[config.mk]
export PLATFORM = sky130hd
export DESIGN_NAME = mte_ctrl
export DESIGN_NICKNAME = d
export VERILOG_FILES = /design/src/rtl/mte_pkg.sv /design/src/rtl/mte_ctrl.sv
export SDC_FILE = /design/constraint.sdc
export NUM_CORES = 1
export LEC_CHECK = 0
export BUFFER_PORTS_ARGS = -buffer_cell sky130_fd_sc_hd__buf_2
export CORE_MARGIN = 2
export CORE_UTILIZATION = 50
export DETAILED_ROUTE_END_ITERATION = 10
export PLACE_DENSITY = 0.72
export SYNTH_ARGS = -nofsm -noshare
export SYNTH_HDL_FRONTEND = slang
export SYNTH_SLANG_ARGS = --single-unit
[constraint.sdc]
create_clock -name i_clk -period 2.37 [get_ports i_clk]
set_input_delay 0.1185 -clock i_clk [delete_from_list [all_inputs] [get_ports i_clk]]
set_output_delay 0.1185 -clock i_clk [all_outputs]
set_load 0.02 [all_outputs]
[src/rtl/mte_pkg.sv]
package mte_pkg;

    localparam int SAMPLE_W       = 16;
    localparam int CFG_DATA_W     = 16;
    localparam int CFG_INDEX_W    = 3;
    localparam int CFG_TAPS_W     = 3;
    localparam int CFG_SPACING_W  = 15;
    localparam int CFG_RING_W     = 15;
    localparam int GAIN_W         = 16;
    localparam int NUM_GAINS      = 4;

    localparam int DEF_RING_DEPTH = 16384;
    localparam int DEF_MAX_TAPS   = 4;

    // One remainder step per bit of the tap spacing.
    localparam int MOD_STEPS      = CFG_SPACING_W;

    localparam logic [CFG_TAPS_W-1:0]    RST_TAP_COUNT   = 3'd1;
    localparam logic [CFG_SPACING_W-1:0] RST_TAP_SPACING = 15'd4096;
    localparam logic [CFG_RING_W-1:0]    RST_RING_LENGTH = 15'd16384;
    localparam logic [GAIN_W-1:0]        RST_GAIN_ONE    = 16'd3277;

    localparam logic signed [SAMPLE_W+1:0] CLAMP_POS = 18'sd32767;
    localparam logic signed [SAMPLE_W+1:0] CLAMP_NEG = -18'sd32767;

    typedef enum logic [CFG_INDEX_W-1:0] {
        CFG_TAP_COUNT   = 3'd0,
        CFG_TAP_SPACING = 3'd1,
        CFG_RING_LENGTH = 3'd2,
        CFG_GAIN_ONE    = 3'd3,
        CFG_GAIN_TWO    = 3'd4,
        CFG_GAIN_THREE  = 3'd5,
        CFG_GAIN_FOUR   = 3'd6
    } t_cfg_idx;

    typedef enum logic [2:0] {
        S_CLEAR,
        S_IDLE,
        S_MOD,
        S_TAP,
        S_DRAIN1,
        S_DRAIN2,
        S_FINISH
    } t_state;

    typedef struct packed {
        logic clear_step;
        logic mod_start;
        logic mod_step;
        logic start;
        logic tap_issue;
        logic finish;
        logic store;
    } t_cmd;

    typedef logic [NUM_GAINS-1:0][GAIN_W-1:0] t_gain_vec;

endpackage

[src/rtl/mte_ctrl.sv]
module mte_ctrl #(
    parameter int MAX_TAPS = mte_pkg::DEF_MAX_TAPS
) (
    input  logic                           i_clk,
    input  logic                           i_rst_n,
    input  logic                           i_in_valid,
    output logic                           o_in_stall,
    output logic                           o_out_valid,
    input  logic                           i_out_stall,
    input  logic [mte_pkg::CFG_TAPS_W-1:0] i_tap_count,
    input  logic                           i_cfg_touch,
    input  logic                           i_clear_last,
    output mte_pkg::t_cmd                  o_cmd
);
    import mte_pkg::*;

    localparam int CNT_A = $clog2(MOD_STEPS + 1);
    localparam int CNT_B = $clog2(MAX_TAPS + 1);
    localparam int CNT_W = (CNT_A > CNT_B) ? CNT_A : CNT_B;

    t_state           r_state, n_state;
    logic [CNT_W-1:0] r_cnt, n_cnt;
    logic             r_bypass, n_bypass;
    logic             r_mod_ok, n_mod_ok;
    logic             r_out_valid, n_out_valid;
    logic [CNT_W-1:0] w_tc;
    logic [CNT_W-1:0] w_taps;
    t_cmd             w_cmd;

    assign w_tc   = CNT_W'(i_tap_count);
    assign w_taps = (w_tc > CNT_W'(MAX_TAPS)) ? CNT_W'(MAX_TAPS) : w_tc;

    always_ff @(posedge i_clk) begin
        if (!i_rst_n) begin
            r_state     <= S_CLEAR;
            r_cnt       <= '0;
            r_bypass    <= 1'b0;
            r_mod_ok    <= 1'b0;
            r_out_valid <= 1'b0;
        end else begin
            r_state     <= n_state;
            r_cnt       <= n_cnt;
            r_bypass    <= n_bypass;
            r_mod_ok    <= n_mod_ok;
            r_out_valid <= n_out_valid;
        end
    end

    always_comb begin
        n_state     = r_state;
        n_cnt       = r_cnt;
        n_bypass    = r_bypass;
        n_mod_ok    = r_mod_ok;
        n_out_valid = r_out_valid && i_out_stall;
        w_cmd       = '0;
        unique case (r_state)
            S_CLEAR: begin
                w_cmd.clear_step = 1'b1;
                if (i_clear_last) begin
                    n_state = S_IDLE;
                end
            end
            S_IDLE: begin
                if (!r_mod_ok) begin
                    // The run starts only once a burst of register writes has ended.
                    if (!i_cfg_touch) begin
                        w_cmd.mod_start = 1'b1;
                        n_cnt           = '0;
                        n_state         = S_MOD;
                    end
                end else if (i_in_valid) begin
                    w_cmd.start = 1'b1;
                    n_cnt       = CNT_W'(1);
                    n_bypass    = (w_taps == '0);
                    n_state     = (w_taps == '0) ? S_FINISH : S_TAP;
                end
            end
            S_MOD: begin
                // A register write during the remainder run starts it over.
                if (i_cfg_touch) begin
                    n_state = S_IDLE;
                end else begin
                    w_cmd.mod_step = 1'b1;
                    n_cnt          = r_cnt + CNT_W'(1);
                    if (r_cnt == CNT_W'(MOD_STEPS - 1)) begin
                        n_state  = S_IDLE;
                        n_mod_ok = 1'b1;
                    end
                end
            end
            S_TAP: begin
                w_cmd.tap_issue = 1'b1;
                n_cnt           = r_cnt + CNT_W'(1);
                if (r_cnt == w_taps) begin
                    n_state = S_DRAIN1;
                end
            end
            S_DRAIN1: begin
                n_state = S_DRAIN2;
            end
            S_DRAIN2: begin
                n_state = S_FINISH;
            end
            S_FINISH: begin
                if (!r_out_valid || !i_out_stall) begin
                    w_cmd.finish = 1'b1;
                    w_cmd.store  = !r_bypass;
                    n_out_valid  = 1'b1;
                    n_state      = S_IDLE;
                end
            end
            default: begin
                n_state = S_IDLE;
            end
        endcase
        if (i_cfg_touch) begin
            n_mod_ok = 1'b0;
        end
    end

    assign o_cmd       = w_cmd;
    assign o_in_stall  = !((r_state == S_IDLE) && r_mod_ok);
    assign o_out_valid = r_out_valid;

`ifndef NO_ASSERTIONS
    a_out_from_finish: assert property (@(posedge i_clk) disable iff (!i_rst_n)
        $rose(r_out_valid) |-> $past(r_state == S_FINISH))
        else $error("result appeared outside the finish step");

    a_tap_count_range: assert property (@(posedge i_clk) disable iff (!i_rst_n)
        (r_state == S_TAP) |-> ((r_cnt != '0) && (r_cnt <= w_taps)))
        else $error("tap counter out of range");

    a_taps_need_mod: assert property (@(posedge i_clk) disable iff (!i_rst_n)
        (r_state == S_TAP) |-> r_mod_ok)
        else $error("taps issued with a stale tap step");
`endif

endmodule

==> results by stage <==
Run status:
- The run finished with clean final reports.

Floorplanning:
- The die covers 0.001731 mm^2.
- The core outline area is approximately 0.0013 mm^2.
- The die is ~42 um tall.
- The x dimension of the die is 41.60 um.
- 18 I/O pins were placed.
- The site row count is 13.
- The starting density of the core is 53.66%.

Final layout:
- The top cell types in the final layout, fill and taps aside, are sky130_fd_sc_hd__buf_2 (17), sky130_fd_sc_hd__dfxtp_1 (10), sky130_fd_sc_hd__nand2_1 (8).
- The total number of nets in the final design is roughly 120.
- The signed area change from the synthesized netlist to the final layout is 15.75%.
- The antenna cell count is 0.
- The leading cell type in the layout, fill and taps excluded is sky130_fd_sc_hd__buf_2.
- The final instance area is roughly 820 um^2.
- The number of fill cells in the layout is between 100 and 150.
- The fraction of layout cells with a size suffix above 1 is between 20% and 30%.

Worst setup path:
- Across all register-to-register paths, the minimum setup slack is roughly 0.51 ns.
- The end of the worst register-to-register path is r_cnt[3].
- Counting cells, the worst reg-to-reg path comes to 4.
- STA classifies the critical path endpoint as a flop.
- The nature of the critical path startpoint is a flop.
- The worst setup path is of the reg -> reg kind.
- STA puts the critical path data required time at around 2.6 ns.
- The startpoint identified for the worst register-to-register timing path is r_state[1].
- The arrival time at the worst endpoint is 2.07 ns.
- In this run the worst path has a maximum fanout of 14.

GRT:
- In the global route stage, met3 resource usage came out at between 2 and 3%.
- The overall overflow remaining after global route is 0.
- The global routing stage identified its most utilized layer as met1.
- The maximum number of pins on one net before global-route repair is 15.
- The global-route track usage on met1 is roughly 29%.
- The number of antenna violations at the first check in global routing came to 0.
- The first global-routing pass estimated 2663 um of wire.
- The via count of the first global-routing pass was a little under 600.
- The aggregate global-route resource usage is between 15 and 20%.
- The met2 demand-to-capacity share in global routing is between 20 and 30%.

Min path:
- The class of the worst hold path is in -> reg.
- The cell depth of the worst min-delay path is 2.
- The worst min-delay path endpoint is r_mod_ok.
- In this run the most critical hold path is launched from i_cfg_touch.

Synthesis:
- The adder-cell area share of the yosys netlist is around 3.5%.
- By area the synthesized netlist is led by sky130_fd_sc_hd__dfxtp_1 (28%), sky130_fd_sc_hd__nor2b_1 (4.4%), sky130_fd_sc_hd__nand2_1 (4.2%).
- The simple logic cell fraction of the synthesized area is between 30% and 40%.
- The distinct cell type count after synthesis is 38.
- The biggest area consumer among synthesized cells is sky130_fd_sc_hd__dfxtp_1.
- The share of synthesized flip-flops with an asynchronous set or reset is 0%.
- The synthesized-area fraction occupied by ao, oa, aoi and oai cells is about a quarter.
- The count of flip-flops with a built-in enable after synthesis is 0.
- The most used flip-flop cell after synthesis is sky130_fd_sc_hd__dfxtp_1.
- Synthesis handed over a netlist of 87 instances.
- The top-area cell type share of the netlist area is between 20% and 30%.
- Of the post-synthesis cell area, the part taken by muxes is between 1 and 1.5%.
- The portion of the post-synthesis area used by sequential elements is 28.32%.
- The number of nets in the synthesized netlist is 98.
- The count of state elements after synthesis is 10.
- A synthesized cell averages 8.126 um^2.
- The total standard cell area after synthesis is 706.9 um^2.
- Of the total synthesized cell area, the portion taken by XOR and XNOR cells is between 1 and 1.5%.
- The combinational family with the most area after synthesis is simple AND/OR/NAND/NOR gates.
- The number of warning messages in the yosys log is 0.

Clock network:
- The CTS clock-pin slew for the worst setup and hold paths is 0.07 ns.
- The number of sinks on the clock net is 10.
- The clock reaches the later pin of the worst-skew pair after 0.27 ns.
- Buffers added to address setup during post-CTS repair amount to 0.
- No sink is reached through more buffers than the 2 on the longest clock path.
- The CTS H-tree depth is 1.
- TritonCTS built the clock tree.
- The number of instances resized during post-cts repair is 0.
- The number of hold buffers added after CTS was 0.
- The number of buffers added by the clock tree synthesis step is 3.
- The root buffer selected by CTS is sky130_fd_sc_hd__clkbuf_4.

STA:
- The number of setup violations in the final report is 0.
- The total count of max-transition violations in the final report is 0.
- Summed over all failing endpoints, the final setup total negative slack is 0 ns.
- The actual slew at the worst max-slew pin is slightly below 0.5 ns.
- Setup repair after global routing left no endpoint under its margin.
- The fmax is 536.4 MHz.
- The final period demand of the worst path is approximately 1.9 ns.
- The worst setup skew after layout is about 0.0024 ns.
- The portion of the clock cycle consumed by the worst path in the final layout is about four fifths.
- The headroom to the max-slew limit is between 60 and 70%.
- The number of hold violations in the final report came to 0.

Placement:
- During placement, the flow inserted port buffers numbering 17.
- The routability congestion estimate is 0.8359.
- In this run the cell area measured after placement is roughly 800 um^2.
- Detailed placement finished with a half-perimeter wire length of about 1200 um.

Detailed routing:
- The post-detailed-route via-to-cell ratio is 5.822.
- For this run, design rule violations remaining after detail routing come to 0.
- The routed length per instance is ~14 um.
- The violation count after the first detailed-route iteration is 27.
- The antenna violation net count after detailed routing is 0.
- The total detailed-routing wirelength is 1610 um.
- For this run, the detailed router's first-pass iteration total came to 4.
- Summing over every cut layer, the via total after detailed routing is approximately 690.

Power:
- The largest voltage drop on the vdd net is ~0.66 mV.
- For this design the ratio of total power to cell area is 814.2 mW/mm^2.
- Summed over all cells, the static leakage comes to ~0.33 nW.

Job:
- The max-capacitance violation count is 0.
critical path: stages (launching register included):
cell and delay, ns:
sky130_fd_sc_hd__dfxtp_1 0.59, sky130_fd_sc_hd__nor4b_4 0.37, sky130_fd_sc_hd__o32ai_2 0.20, sky130_fd_sc_hd__or4_1 0.50
sky130_fd_sc_hd__a21boi_1 0.15
cell type report:
| type | instances | area (um^2) | area share, % |
|---|---|---|---|
| clock buffers | 3 | 22.52 | 2.752 |
| inverters | 3 | 11.26 | 1.376 |
| multi-input cells | 70 | 480.5 | 58.72 |
| flip-flops and latches | 10 | 200.2 | 24.46 |
| well taps | 15 | 18.77 | 2.294 |
| repair buffers | 17 | 85.08 | 10.40 |
routing by layer:
layer | routed length (um) | up-vias
li1 | - | 358
met1 | 840 | 310
met2 | 694 | 17
met3 | 68 | 2
met4 | 6 | 0
met5 | 0 | -
kinds of logic (layout without fill, tap and decap cells):
logic type                 after synthesis  after routing
and+or+nand+nor                         45             45
AOI/OAI and AO/OA                       21             21
DFF                                     10             10
buffers and inverters                    7             23
adders and majority gates                2              2
xor gates and xnor gates                 1              1
muxes                                    1              1
through the flow:
stage / hold WS, ns / std cells / power [mW] / worst slack (ns) / utilization, %
floorplan: 0.1946 / 87 / 0.4707 / 0.6350 / -
global placement: 0.3738 / 115 / 0.5361 / 0.6322 / 60.40
detailed placement: 0.3723 / 115 / 0.5444 / 0.5554 / 60.40
CTS: 0.08531 / 118 / 0.6646 / 0.5204 / 62.11
global route: 0.09710 / 118 / 0.7073 / 0.3987 / 62.11
finish: 0.09222 / 118 / 0.6662 / 0.5056 / 62.11
cell usage after synthesis (2+ instances only):
| master | count |
|---|---|
| sky130_fd_sc_hd__or3_1 | 3 |
| sky130_fd_sc_hd__o21ai_1 | 2 |
| sky130_fd_sc_hd__nand2_1 | 8 |
| sky130_fd_sc_hd__nor2b_1 | 5 |
| sky130_fd_sc_hd__and3_1 | 2 |
| sky130_fd_sc_hd__clkbuf_1 | 4 |
| sky130_fd_sc_hd__a21oi_1 | 2 |
| sky130_fd_sc_hd__inv_1 | 3 |
| sky130_fd_sc_hd__dfxtp_1 | 10 |
| sky130_fd_sc_hd__nand2b_1 | 2 |
| sky130_fd_sc_hd__nand3_1 | 3 |
| sky130_fd_sc_hd__a21boi_1 | 3 |
| sky130_fd_sc_hd__ha_1 | 2 |
| sky130_fd_sc_hd__o31ai_1 | 2 |
| sky130_fd_sc_hd__nor2_1 | 5 |
| sky130_fd_sc_hd__and2_1 | 2 |
| sky130_fd_sc_hd__nor3b_1 | 4 |
| sky130_fd_sc_hd__nor3_1 | 5 |
worst max path at each step:
stage,startpoint,end,slack (ns),cells after the start
after floorplan,r_state[1],r_state[1],0.63,5
after global placement,r_state[1],r_cnt[3],0.63,4
after detailed placement,r_state[1],r_cnt[3],0.56,4
after CTS,r_state[1],r_cnt[3],0.52,4
after global routing,r_state[1],r_cnt[3],0.40,4
final,r_state[1],r_cnt[3],0.51,4
power by group:
group / switching (mW) / total, mW / internal, mW / leakage (nW)
clock: 0.0617 / 0.120 / 0.0587 / 0.0138
combinational: 0.168 / 0.296 / 0.129 / 0.238
sequential: 0.0585 / 0.250 / 0.191 / 0.0812
total: 0.288 / 0.666 / 0.378 / 0.333
flip-flops by register name, summed over array words and instances, names as in the netlist:
| signal | cells |
|---|---|
| r_mod_ok | 1 |
| r_state | 3 |
| r_cnt | 4 |
| r_bypass | 1 |
| o_out_valid | 1 |
Note: power is estimated with default switching activity, not from simulation.
